===== src/design/tpdr_pkg.sv =====
// ----------------------------------------------------------------------------
// tpdr_pkg
// types and constants shared by the teaching pci device register block
// ----------------------------------------------------------------------------
package tpdr_pkg;

  localparam int FUNC_W = 2;
  localparam int ADDR_W = 20;
  localparam int SIZE_W = 4;
  localparam int DATA_W = 64;
  localparam int WORD_W = 32;
  localparam int CNT_W  = 6;

  localparam logic [FUNC_W-1:0] FN_READ  = 2'd0;
  localparam logic [FUNC_W-1:0] FN_WRITE = 2'd1;
  localparam logic [FUNC_W-1:0] FN_TICK  = 2'd2;

  localparam logic [ADDR_W-1:0] ADDR_ID     = 20'h00000;
  localparam logic [ADDR_W-1:0] ADDR_LIVE   = 20'h00004;
  localparam logic [ADDR_W-1:0] ADDR_FACT   = 20'h00008;
  localparam logic [ADDR_W-1:0] ADDR_STATUS = 20'h00020;
  localparam logic [ADDR_W-1:0] ADDR_ISR    = 20'h00024;
  localparam logic [ADDR_W-1:0] ADDR_RAISE  = 20'h00060;
  localparam logic [ADDR_W-1:0] ADDR_LOWER  = 20'h00064;
  localparam logic [ADDR_W-1:0] ADDR_WIDE   = 20'h00080;
  localparam logic [ADDR_W-1:0] ADDR_DMA_SRC = 20'h00080;
  localparam logic [ADDR_W-1:0] ADDR_DMA_DST = 20'h00088;
  localparam logic [ADDR_W-1:0] ADDR_DMA_LEN = 20'h00090;
  localparam logic [ADDR_W-1:0] ADDR_DMA_CMD = 20'h00098;

  localparam logic [SIZE_W-1:0] SIZE_WORD = 4'd4;
  localparam logic [SIZE_W-1:0] SIZE_DWORD = 4'd8;

  localparam logic [WORD_W-1:0] ID_WORD      = 32'h010000ed;
  localparam logic [WORD_W-1:0] FACT_IRQ_BIT = 32'h00000001;
  localparam logic [WORD_W-1:0] DMA_IRQ_BIT  = 32'h00000100;

  localparam int STAT_BUSY_POS  = 0;
  localparam int STAT_IRQEN_POS = 7;
  localparam int CMD_RUN_POS    = 0;
  localparam int CMD_IRQ_POS    = 2;

  // operands at or above this give zero modulo 2^32
  localparam logic [WORD_W-1:0] FACT_LIMIT = 32'd34;

  typedef enum logic {
    S_IDLE,
    S_FACT
  } state_t;

endpackage


===== src/design/tpdr_if.sv =====
// ----------------------------------------------------------------------------
// tpdr channel interfaces
// valid/ready channels for access items and result items
// ----------------------------------------------------------------------------
interface tpdr_in_if
  import tpdr_pkg::*;
  ();
  logic              valid;
  logic              ready;
  logic [FUNC_W-1:0] func;
  logic [ADDR_W-1:0] reg_addr;
  logic [SIZE_W-1:0] access_size;
  logic [DATA_W-1:0] write_data;

  modport source (output valid, func, reg_addr, access_size, write_data, input ready);
  modport sink   (input valid, func, reg_addr, access_size, write_data, output ready);
endinterface

interface tpdr_out_if
  import tpdr_pkg::*;
  ();
  logic              valid;
  logic              ready;
  logic [DATA_W-1:0] read_data;
  logic              irq_level;

  modport source (output valid, read_data, irq_level, input ready);
  modport sink   (input valid, read_data, irq_level, output ready);
endinterface


===== src/design/teaching_pci_device_registers_unit.sv =====
// ----------------------------------------------------------------------------
// teaching_pci_device_registers_unit
// register block of a teaching pci device with an iterative factorial unit
// ----------------------------------------------------------------------------
// in_ch carries one item per handshake: a register read, a register write or
// a tick. out_ch returns exactly one result item per input item, in order,
// holding read_data and the interrupt level after the item.
// Reads, writes and ticks with no pending factorial are accepted and their
// result sits in the output register on the next edge.
// A tick with a pending factorial steps one shared 32 x 6 multiplier once per
// cycle for k = 2..n, with n at most 33, then posts its result once the output
// register is free; the block is not ready while it iterates.
// The output register frees the input side: a new item is accepted while the
// previous result is being taken. If the receiver stalls, the result holds
// and no new item is accepted until the output register is free.
// Synchronous active-low reset clears the device registers to zero, with no
// result pending.
// ----------------------------------------------------------------------------
module teaching_pci_device_registers_unit
  import tpdr_pkg::*;
(
  input  logic    clk,
  input  logic    rst_n,
  tpdr_in_if.sink  in_ch,
  tpdr_out_if.source out_ch
);

  state_t state_r, state_nxt;

  logic [WORD_W-1:0] live_r, live_nxt;
  logic [WORD_W-1:0] fact_r, fact_nxt;
  logic              computing_r, computing_nxt;
  logic              irq_en_r, irq_en_nxt;
  logic [WORD_W-1:0] isr_r, isr_nxt;
  logic [DATA_W-1:0] dma_src_r, dma_src_nxt;
  logic [DATA_W-1:0] dma_dst_r, dma_dst_nxt;
  logic [DATA_W-1:0] dma_len_r, dma_len_nxt;
  logic [DATA_W-1:0] dma_cmd_r, dma_cmd_nxt;

  logic [WORD_W-1:0] acc_r, acc_nxt;
  logic [CNT_W-1:0]  k_r, k_nxt;
  logic [CNT_W-1:0]  n_r, n_nxt;

  logic              out_valid_r, out_valid_nxt;
  logic [DATA_W-1:0] read_data_r, read_data_nxt;
  logic              irq_r, irq_nxt;

  logic              out_free;
  logic              in_fire;
  logic              fact_done;
  logic              size_ok;
  logic              size_word;
  logic              running;
  logic [DATA_W-1:0] wdata;
  logic [DATA_W-1:0] rd_val;
  logic [WORD_W-1:0] prod;

  assign out_free  = !out_valid_r || out_ch.ready;
  assign in_ch.ready = (state_r == S_IDLE) && out_free;
  assign in_fire   = in_ch.valid && in_ch.ready;
  assign fact_done = k_r > n_r;
  assign size_word = in_ch.access_size == SIZE_WORD;
  assign size_ok   = size_word ||
                     (in_ch.reg_addr >= ADDR_WIDE && in_ch.access_size == SIZE_DWORD);
  assign running   = dma_cmd_r[CMD_RUN_POS];
  assign wdata     = size_word ? {32'd0, in_ch.write_data[WORD_W-1:0]} : in_ch.write_data;
  assign prod      = WORD_W'(acc_r * WORD_W'(k_r));

  assign out_ch.valid     = out_valid_r;
  assign out_ch.read_data = read_data_r;
  assign out_ch.irq_level = irq_r;

  // read mux
  always_comb begin
    rd_val = '1;
    if (size_ok) begin
      unique case (in_ch.reg_addr)
        ADDR_ID:      rd_val = {32'd0, ID_WORD};
        ADDR_LIVE:    rd_val = {32'd0, live_r};
        ADDR_FACT:    rd_val = {32'd0, fact_r};
        ADDR_STATUS:  rd_val = {56'd0, irq_en_r, 6'd0, computing_r};
        ADDR_ISR:     rd_val = {32'd0, isr_r};
        ADDR_DMA_SRC: rd_val = dma_src_r;
        ADDR_DMA_DST: rd_val = dma_dst_r;
        ADDR_DMA_LEN: rd_val = dma_len_r;
        ADDR_DMA_CMD: rd_val = dma_cmd_r;
        default:      rd_val = '1;
      endcase
      if (size_word) begin
        rd_val = {32'd0, rd_val[WORD_W-1:0]};
      end
    end
  end

  // next state
  always_comb begin
    state_nxt = state_r;
    unique case (state_r)
      S_IDLE: begin
        if (in_fire && in_ch.func == FN_TICK && computing_r) begin
          state_nxt = S_FACT;
        end
      end
      S_FACT: begin
        if (fact_done && out_free) begin
          state_nxt = S_IDLE;
        end
      end
      default: state_nxt = S_IDLE;
    endcase
  end

  // datapath and outputs
  always_comb begin
    logic load_out;
    load_out      = 1'b0;
    live_nxt      = live_r;
    fact_nxt      = fact_r;
    computing_nxt = computing_r;
    irq_en_nxt    = irq_en_r;
    isr_nxt       = isr_r;
    dma_src_nxt   = dma_src_r;
    dma_dst_nxt   = dma_dst_r;
    dma_len_nxt   = dma_len_r;
    dma_cmd_nxt   = dma_cmd_r;
    acc_nxt       = acc_r;
    k_nxt         = k_r;
    n_nxt         = n_r;
    out_valid_nxt = out_valid_r && !out_ch.ready;
    read_data_nxt = read_data_r;
    irq_nxt       = irq_r;

    unique case (state_r)
      S_IDLE: begin
        if (in_fire) begin
          read_data_nxt = '0;
          load_out      = 1'b1;
          unique case (in_ch.func)
            FN_READ: read_data_nxt = rd_val;
            FN_WRITE: begin
              if (size_ok) begin
                unique case (in_ch.reg_addr)
                  ADDR_LIVE: live_nxt = ~wdata[WORD_W-1:0];
                  ADDR_FACT: begin
                    if (!computing_r) begin
                      fact_nxt      = wdata[WORD_W-1:0];
                      computing_nxt = 1'b1;
                    end
                  end
                  ADDR_STATUS:  irq_en_nxt = wdata[STAT_IRQEN_POS];
                  ADDR_RAISE:   isr_nxt = isr_r | wdata[WORD_W-1:0];
                  ADDR_LOWER:   isr_nxt = isr_r & ~wdata[WORD_W-1:0];
                  ADDR_DMA_SRC: if (!running) dma_src_nxt = wdata;
                  ADDR_DMA_DST: if (!running) dma_dst_nxt = wdata;
                  ADDR_DMA_LEN: if (!running) dma_len_nxt = wdata;
                  ADDR_DMA_CMD: if (wdata[CMD_RUN_POS] && !running) dma_cmd_nxt = wdata;
                  default: ;
                endcase
              end
            end
            FN_TICK: begin
              if (running) begin
                dma_cmd_nxt[CMD_RUN_POS] = 1'b0;
                if (dma_cmd_r[CMD_IRQ_POS]) begin
                  isr_nxt = isr_r | DMA_IRQ_BIT;
                end
              end
              if (computing_r) begin
                load_out = 1'b0;
                k_nxt    = CNT_W'(2);
                if (fact_r >= FACT_LIMIT) begin
                  acc_nxt = '0;
                  n_nxt   = '0;
                end else begin
                  acc_nxt = WORD_W'(1);
                  n_nxt   = fact_r[CNT_W-1:0];
                end
              end
            end
            default: ;
          endcase
        end
      end
      S_FACT: begin
        if (!fact_done) begin
          acc_nxt = prod;
          k_nxt   = k_r + CNT_W'(1);
        end else if (out_free) begin
          fact_nxt      = acc_r;
          computing_nxt = 1'b0;
          if (irq_en_r) begin
            isr_nxt = isr_r | FACT_IRQ_BIT;
          end
          read_data_nxt = '0;
          load_out      = 1'b1;
        end
      end
      default: ;
    endcase

    if (load_out) begin
      out_valid_nxt = 1'b1;
      irq_nxt       = |isr_nxt;
    end
  end

  always_ff @(posedge clk) begin
    if (!rst_n) begin
      state_r     <= S_IDLE;
      out_valid_r <= 1'b0;
      live_r      <= '0;
      fact_r      <= '0;
      computing_r <= 1'b0;
      irq_en_r    <= 1'b0;
      isr_r       <= '0;
      dma_src_r   <= '0;
      dma_dst_r   <= '0;
      dma_len_r   <= '0;
      dma_cmd_r   <= '0;
    end else begin
      state_r     <= state_nxt;
      out_valid_r <= out_valid_nxt;
      live_r      <= live_nxt;
      fact_r      <= fact_nxt;
      computing_r <= computing_nxt;
      irq_en_r    <= irq_en_nxt;
      isr_r       <= isr_nxt;
      dma_src_r   <= dma_src_nxt;
      dma_dst_r   <= dma_dst_nxt;
      dma_len_r   <= dma_len_nxt;
      dma_cmd_r   <= dma_cmd_nxt;
    end
  end

  always_ff @(posedge clk) begin
    acc_r       <= acc_nxt;
    k_r         <= k_nxt;
    n_r         <= n_nxt;
    read_data_r <= read_data_nxt;
    irq_r       <= irq_nxt;
  end

`ifndef SYNTH
  a_fact_busy: assert property (@(posedge clk) disable iff (!rst_n)
    state_r == S_FACT |-> computing_r)
    else $error("factorial loop running without a pending operand");

  a_fact_bound: assert property (@(posedge clk) disable iff (!rst_n)
    state_r == S_FACT |->
      (({1'b0, k_r} <= {1'b0, n_r} + 7'd1) || k_r == CNT_W'(2)))
    else $error("factorial counter ran past its operand");

  a_fact_finish: assert property (@(posedge clk) disable iff (!rst_n)
    (state_r == S_FACT && fact_done && out_free) |=>
      (!computing_r && out_valid_r && state_r == S_IDLE))
    else $error("factorial finish did not post a result");

  a_one_result: assert property (@(posedge clk) disable iff (!rst_n)
    (in_fire && !(in_ch.func == FN_TICK && computing_r)) |=> out_valid_r)
    else $error("single-cycle item produced no result");
`endif

endmodule

===== src/flat_wrapper.sv =====
// flat-port wrapper written by rule: the top's interface ports become plain ports
module teaching_pci_device_registers_unit_flat import tpdr_pkg::*;
  (clk, rst_n, in_ch_valid, in_ch_func, in_ch_reg_addr, in_ch_access_size, in_ch_write_data, in_ch_ready, out_ch_valid, out_ch_read_data, out_ch_irq_level, out_ch_ready);
  tpdr_in_if in_ch_i ();
  tpdr_out_if out_ch_i ();
  input  logic clk;
  input  logic rst_n;
  input wire logic [$bits(in_ch_i.valid)-1:0] in_ch_valid;
  input wire logic [$bits(in_ch_i.func)-1:0] in_ch_func;
  input wire logic [$bits(in_ch_i.reg_addr)-1:0] in_ch_reg_addr;
  input wire logic [$bits(in_ch_i.access_size)-1:0] in_ch_access_size;
  input wire logic [$bits(in_ch_i.write_data)-1:0] in_ch_write_data;
  output wire logic [$bits(in_ch_i.ready)-1:0] in_ch_ready;
  output wire logic [$bits(out_ch_i.valid)-1:0] out_ch_valid;
  output wire logic [$bits(out_ch_i.read_data)-1:0] out_ch_read_data;
  output wire logic [$bits(out_ch_i.irq_level)-1:0] out_ch_irq_level;
  input wire logic [$bits(out_ch_i.ready)-1:0] out_ch_ready;
  assign in_ch_i.valid = in_ch_valid;
  assign in_ch_i.func = in_ch_func;
  assign in_ch_i.reg_addr = in_ch_reg_addr;
  assign in_ch_i.access_size = in_ch_access_size;
  assign in_ch_i.write_data = in_ch_write_data;
  assign in_ch_ready = in_ch_i.ready;
  assign out_ch_valid = out_ch_i.valid;
  assign out_ch_read_data = out_ch_i.read_data;
  assign out_ch_irq_level = out_ch_i.irq_level;
  assign out_ch_i.ready = out_ch_ready;
  teaching_pci_device_registers_unit u_core (.clk(clk), .rst_n(rst_n), .in_ch(in_ch_i), .out_ch(out_ch_i));
endmodule

===== config.mk =====
export PLATFORM = sky130hd
export DESIGN_NAME = teaching_pci_device_registers_unit_flat
export DESIGN_NICKNAME = d
export VERILOG_FILES = /design/src/design/tpdr_pkg.sv /design/src/design/tpdr_if.sv /design/src/design/teaching_pci_device_registers_unit.sv /design/src/flat_wrapper.sv
export SDC_FILE = /design/constraint.sdc
export NUM_CORES = 1
export LEC_CHECK = 0
export BUFFER_PORTS_ARGS = -buffer_cell sky130_fd_sc_hd__buf_2
export CORE_MARGIN = 3
export CORE_UTILIZATION = 45
export DETAILED_ROUTE_END_ITERATION = 12
export MAX_ROUTING_LAYER = met4
export SYNTH_ARGS = -nofsm -noshare
export SYNTH_HDL_FRONTEND = slang
export SYNTH_SLANG_ARGS = --single-unit

===== constraint.sdc =====
create_clock -name clk -period 9.71 [get_ports clk]
set_clock_uncertainty 0.1 [all_clocks]
set_input_delay 1.942 -clock clk [delete_from_list [all_inputs] [get_ports clk]]
set_output_delay 1.942 -clock clk [all_outputs]
set_load 0.01 [all_outputs]

==> metrics, run 1 <==
outcome completed; vias in the first global route 20410; EDFF count, synth 109; via count just over 20000; CTS Buffer Depth 3; Initial DRT Pass Iterations 7; CP peak stage delay 0.98 ns; commonest non-fill, non-tap cell in the layout nand2_1; antenna violations before repair 4; Post-DP Area 0.02659 sq mm; Netlist cell types 58; postcts setup bufs 0; capture point of the worst reg-to-reg path u_core.acc_r[30]$_SDFFCE_PN0P_; Final Cycle Share 0.5995; hold_buf cts 0; Pleak 11.19 nW; maximum ir drop on the vdd rail roughly 0.15 mV; Hold Crit Class flip-flop to flip-flop; Final Cell Area between 0.02 and 0.03 sq mm; synth warn 0; Worst Reg-to-Reg Cells 16; cell area after synthesis about 0.025 sq mm; Area Growth Syn to Fin 11.60%; Final Max Tran Viols 0; Max FO, Critical Path 31; H-Tree Depth 2; Final Setup Violations 0; Initial Util 0.4583; worst reg2reg path startpoint u_core.k_r[4]$_SDFFCE_PN0P_; TritonCTS buffer count 51; register bit total from synthesis ~470; Worst Path Arrival between 6 and 7 ns; Hold Slack around 0.36 ns; Slew @ Worst Pin approximately 1.3 ns; nature of the critical path endpoint flip-flop; reg2reg setup slack 3.89 ns; Max Cap Viol 0; GRT Util Overall 0.2594; syn avg cell area 8.880 sq um; CTS resizes 0; fraction of registers with async set/reset 0; Chip Width 243.6 um; Post-Syn Nets 3107; Achievable Freq ~0.17 GHz; die area just under 0.06 sq mm; crit start category flip-flop; first-pass GRT wire length 118.8 mm; Clock Pin Slew Worst Setup and Hold Paths around 0.060 ns; unrepaired setup endpoints after global routing false; CP Data Required Time just under 10 ns; worst hold endpoint u_core.dma_len_r[22]$_SDFFE_PN0P_; # DRC 0; ratio of cells with drive above 1 in the final layout 0.09952; dpl hpwl 48.92 mm; Sink Count 465; Pwr Density ~150 mW/mm^2; CTS tree yes; Worst Hold Depth 2; crit path cell chain and2_1, fa_1, fa_1, inv_1, fa_1, inv_1, ha_1, a2111oi_0, o21ai_0, a311o_1, a21bo_2, a21oi_1, a21oi_1, a2111oi_0, or3_1, a21oi_1; final core occ 0.5114; Detailed Route Iter0 Violations 1849; vias per cell between 5 and 6; worst skew pair latency between 0.6 and 0.7 ns; Routability Congestion between 0.8 and 0.9; Routed wire per std cell about 21 um; site row count between 80 and 90; core area 0.05542 sq mm; total negative slack 0 ns; Hold Vio Cnt, Final 0; I/O pin cnt between 150 and 200; dominant cell type by area after synthesis dfxtp_1; Synth Flop Type dfxtp_1; max_slew headroom 0.1182; HP Start u_core.dma_len_r[22]$_SDFFE_PN0P_; most frequent cells in the layout nand2_1 (558), dfxtp_1 (355), and2_1 (328), o21ai_0 (176), buf_2 (159); Post-DRT Antenna Nets 0; CTS Root Cell clkbuf_16; port bufs 160; post-synthesis instance total between 2000 and 3000; CP max stage cell edfxtp_1; CP Class flip-flop to flip-flop; pin count of the biggest net entering global routing between 100 and 150; fin nets 3119; min Tclk post-route ~5.8 ns; post-synth top area share 0.2806; Seq/Total Area, Yosys 0.4095; die span in y between 200 and 250 um; Synth area leaders dfxtp_1 (28%), edfxtp_1 (13%), fa_1 (8.6%); total routed wirelength approximately 76 mm; Overflow after GRT 0
## cell type report
cell class | instances | area (sq um)
clock inverters | 8 | 180.2
clock buffers | 87 | 1565
inverters | 154 | 578.1
multi-input cells | 2014 | 13670
diodes | 4 | 10.01
flip-flops and latches | 465 | 10400
repair buffers | 186 | 1002
well taps | 748 | 935.9
fillers | 5054 | 27070
## cell usage after synthesis (3+ instances only)
master / number
a211oi_1: 11
a21boi_0: 131
a21o_1: 10
a21oi_1: 115
a221oi_1: 66
a222oi_1: 30
a22o_1: 64
a22oi_1: 5
a31oi_1: 35
a41oi_1: 3
and2_1: 329
and3_1: 10
buf_1: 21
buf_2: 7
clkbuf_1: 198
dfxtp_1: 356
edfxtp_1: 109
fa_1: 109
ha_1: 44
inv_1: 154
mux2i_1: 34
nand2_1: 562
nand2b_1: 6
nand3_1: 20
nand4_1: 12
nor2_1: 45
nor2b_1: 40
nor3_1: 18
nor3_2: 4
nor4_1: 10
nor4_2: 3
o211a_1: 33
o211ai_1: 5
o21a_1: 18
o21ai_0: 176
or2_2: 3
or3_1: 7
or4_1: 3
xnor2_1: 19
xor2_1: 11
## registers in the layout, indices dropped and copies added, names as in the netlist
register	count
u_core.fact_r	32
u_core.out_ch.read_data	64
u_core.live_r	32
u_core.computing_r	1
u_core.out_ch.irq_level	1
u_core.dma_dst_r	64
u_core.irq_en_r	1
u_core.acc_r	32
u_core.k_r	6
u_core.state_r	1
u_core.out_ch.valid	1
u_core.dma_src_r	64
u_core.isr_r	32
u_core.dma_cmd_r	64
u_core.n_r	6
u_core.dma_len_r	64
## logic make-up after synthesis
logic type	count (synthesis)	synth area share
flip-flops	465	0.4095
XOR/XNOR	30	0.01035
AO/OA/AOI/OAI	717	0.1947
buffers and inverters	381	0.05680
AND/OR/NAND/NOR	1080	0.2076
adder cells (fa/ha/maj)	153	0.1076
multiplexers	34	0.01340
## how the worst max path moves through the flow
stage | startpoint | to | slack, ns | cells past startpoint
floorplan | u_core.k_r[4]$_SDFFCE_PN0P_ | u_core.acc_r[30]$_SDFFCE_PN0P_ | 4.69 | 18
global placement | in_ch_reg_addr[13] | u_core.out_ch.irq_level$_DFFE_PP_ | 3.88 | 11
detailed placement | in_ch_reg_addr[13] | u_core.out_ch.irq_level$_DFFE_PP_ | 3.82 | 11
CTS | u_core.k_r[4]$_SDFFCE_PN0P_ | u_core.acc_r[30]$_SDFFCE_PN0P_ | 3.91 | 16
global route | u_core.k_r[3]$_SDFFCE_PN0P_ | u_core.acc_r[30]$_SDFFCE_PN0P_ | 3.55 | 16
finish | u_core.k_r[4]$_SDFFCE_PN0P_ | u_core.acc_r[30]$_SDFFCE_PN0P_ | 3.89 | 16
## layer usage
metal	global-route usage	wire [um]
met4	0.06988	1647
met2	0.4184	35600
met3	0.03929	5189
met1	0.3425	33270
met5	-	0
## power breakdown
group	leakage [nW]	internal [W]	total, W	switching (W)
Clock	0.839	0.00118	0.00200	0.000815
Sequential	3.94	0.00200	0.00201	0.00000688
Combinational	6.41	0.0000492	0.000164	0.000115
Total	11.2	0.00323	0.00417	0.000937
## critical path: cells and delay by family, from the launching register on
kind	cells	cell delay (ns)
compound gates	8	2.19
fa+ha+maj	4	1.74
buf+inv	2	0.10
flops	1	0.98
simple gates	2	0.46
## stage by stage
stage	power [W]	setup slack, ns	cells
after global routing	0.004299	3.549	3665
after detailed placement	0.002211	3.818	3567
after global placement	0.002209	3.878	3567
after CTS	0.004205	3.907	3662
after floorplan	0.002129	4.693	2860
final	0.004166	3.888	3666
Note: power is estimated with default switching activity, not from simulation.
==> run 2: changes to the inputs <==
Clock period 9.71 ns to 5.93 ns, I/O delays scaled along.
==> run 2 against run 1 <==
Effect of this change:
- clock power up 69%
- largest power group is now the clock network
- critical path depth unchanged
- via count shrank 0.83%
- count of clock-buffer cells in the layout shrank 4
==> metrics, run 2 (synthesized netlist as in run 1, its figures left out) <==
outcome completed; Hold Slack about 0.36 ns; antenna violations before repair 3; Chip Width approximately 240 um; Comb power frac 0.039; port bufs 160; GRT Util Overall 0.2573; Net Sw Power 0.001593 W; CP Class flip-flop to flip-flop; Reg power frac 0.474; worst hold endpoint u_core.dma_cmd_r[25]$_SDFFE_PN0P_; CTS tree yes; reg2reg setup slack approximately 0.50 ns; capture point of the worst reg-to-reg path u_core.acc_r[30]$_SDFFCE_PN0P_; core area between 0.05 and 0.06 sq mm; crit start category flip-flop; Routed wire per std cell 20.26 um; min Tclk post-route between 5 and 6 ns; Slew @ Worst Pin approximately 1.2 ns; H-Tree Depth 2; crit path cell chain and2_1, fa_1, fa_1, inv_1, fa_1, inv_1, ha_1, a2111oi_0, o21ai_0, a311o_1, a21bo_2, a21oi_1, a21oi_1, a2111oi_0, or3_1, a21oi_1; Sink Count roughly 470; CP Data Required Time just over 6 ns; Pleak between 10 and 15 nW; final core occ 0.5157; CP max stage cell fa_1; vias per cell between 5 and 6; DP Cell Count between 3000 and 4000; CTS Buffer Depth 3; Final Cycle Share 0.9153; total routed wirelength ~75 mm; ratio of cells with drive above 1 in the final layout 0.1077; Initial DRT Pass Iterations 6; CP delay by family, top compound AO/OA/AOI/OAI gates; Clock Pin Slew Worst Setup and Hold Paths ~0.06 ns; Area Growth Syn to Fin 12.53%; # DRC 0; unrepaired setup endpoints after global routing false; max_slew headroom 0.2240; post-route insts no fill approximately 3700; hold_buf cts 0; Routability Congestion around 0.87; fin nets roughly 3100; nature of the critical path endpoint flip-flop; CTS resizes 0; Worst Reg-to-Reg Cells 16; maximum ir drop on the vdd rail 0.2122 mV; Internal ~0.0053 W; first-pass GRT wire length roughly 120 mm; FILL cells slightly above 5000; most frequent cells in the layout nand2_1 (557), dfxtp_1 (355), and2_1 (330), o21ai_0 (176), buf_2 (159); worst skew pair latency between 0.6 and 0.7 ns; Final Setup Violations 0; die area 0.05932 sq mm; Multi-input gate area 0.01367 sq mm; total negative slack 0 ns; Overflow after GRT 0; worst reg2reg path startpoint u_core.k_r[0]$_SDFFCE_PN0P_; commonest non-fill, non-tap cell in the layout nand2_1; Max FO, Critical Path 11; FF+latch area roughly 0.010 sq mm; CP peak stage delay around 0.56 ns; clock power share 0.488; Detailed Route Iter0 Violations 1795; HP Start u_core.dma_cmd_r[25]$_SDFFE_PN0P_; Hold Crit Class flip-flop to flip-flop; Buf+Inv Stages, Crit Path 2; I/O pin cnt 161; Worst Path Arrival roughly 5.7 ns; sw frac 0.2298; Max Cap Viol 0; via count between 20000 and 25000; Initial Util 0.4583; TritonCTS buffer count 53; Pwr Density roughly 240 mW/mm^2; Hold Vio Cnt, Final 0; dpl hpwl ~49 mm; vias in the first global route between 20000 and 25000; Post-DRT Antenna Nets 0; Final Max Tran Viols 0; Achievable Freq approximately 0.18 GHz; die span in y roughly 240 um; site row count 86; Worst Hold Depth 2; pin count of the biggest net entering global routing approximately 270; postcts setup bufs 0; CTS Root Cell clkbuf_16
==> run 2: metrics by stage <==
| step | area, sq um | setup WS, ns | power, W |
|---|---|---|---|
| final | 28580 | 0.5023 | 0.006931 |
| after global routing | 28570 | 0.1469 | 0.007145 |
| after CTS | 28570 | 0.4646 | 0.006988 |
| after detailed placement | 26740 | 0.4897 | 0.003618 |
| after global placement | 26740 | 0.7033 | 0.003616 |
| after floorplan | 25400 | 0.9133 | 0.003487 |
==> run 2: power by group through the flow <==
| stage | Clock [W] | Sequential (W) | Combinational, W |
|---|---|---|---|
| after global routing | 0.00357 | 0.00328 | 0.000287 |
| after floorplan | 0 | 0.00337 | 0.000121 |
| final | 0.00338 | 0.00328 | 0.000268 |
| after detailed placement | 0 | 0.00335 | 0.000266 |
| after CTS | 0.00344 | 0.00328 | 0.000267 |
| after global placement | 0 | 0.00335 | 0.000264 |
==> run 2: worst min-delay path, stage by stage, from the launching register on <==
cell and delay [ns]:
dfxtp_1 0.31, nand2_1 0.05, a21boi_0 0.06
==> run 2: worst max path at each step <==
stage | start | endpoint | slack [ns] | depth (start not counted)
after CTS | u_core.k_r[0]$_SDFFCE_PN0P_ | u_core.acc_r[30]$_SDFFCE_PN0P_ | 0.46 | 16
after floorplan | u_core.k_r[4]$_SDFFCE_PN0P_ | u_core.acc_r[30]$_SDFFCE_PN0P_ | 0.91 | 18
final | u_core.k_r[0]$_SDFFCE_PN0P_ | u_core.acc_r[30]$_SDFFCE_PN0P_ | 0.50 | 16
after global routing | u_core.k_r[0]$_SDFFCE_PN0P_ | u_core.acc_r[30]$_SDFFCE_PN0P_ | 0.15 | 16
after detailed placement | u_core.k_r[0]$_SDFFCE_PN0P_ | u_core.acc_r[30]$_SDFFCE_PN0P_ | 0.49 | 16
after global placement | u_core.k_r[0]$_SDFFCE_PN0P_ | u_core.acc_r[30]$_SDFFCE_PN0P_ | 0.70 | 16
==> run 2: routing by layer <==
layer,up-vias,track usage,wire length (um)
met5,-,-,0
met4,0,0.04804,1162
met3,86,0.03841,5054
met2,689,0.4131,34830
met1,10000,0.3501,33640
li1,9801,-,-
==> run 2: layout make-up <==
type | count | share of cell area
clock buffers | 83 | 0.05678
clock inverters | 17 | 0.007136
multi-input cells | 2014 | 0.4782
diodes | 5 | 0.0004378
well taps | 748 | 0.03275
inverters | 154 | 0.02023
flip-flops and latches | 465 | 0.3639
repair buffers | 200 | 0.04050
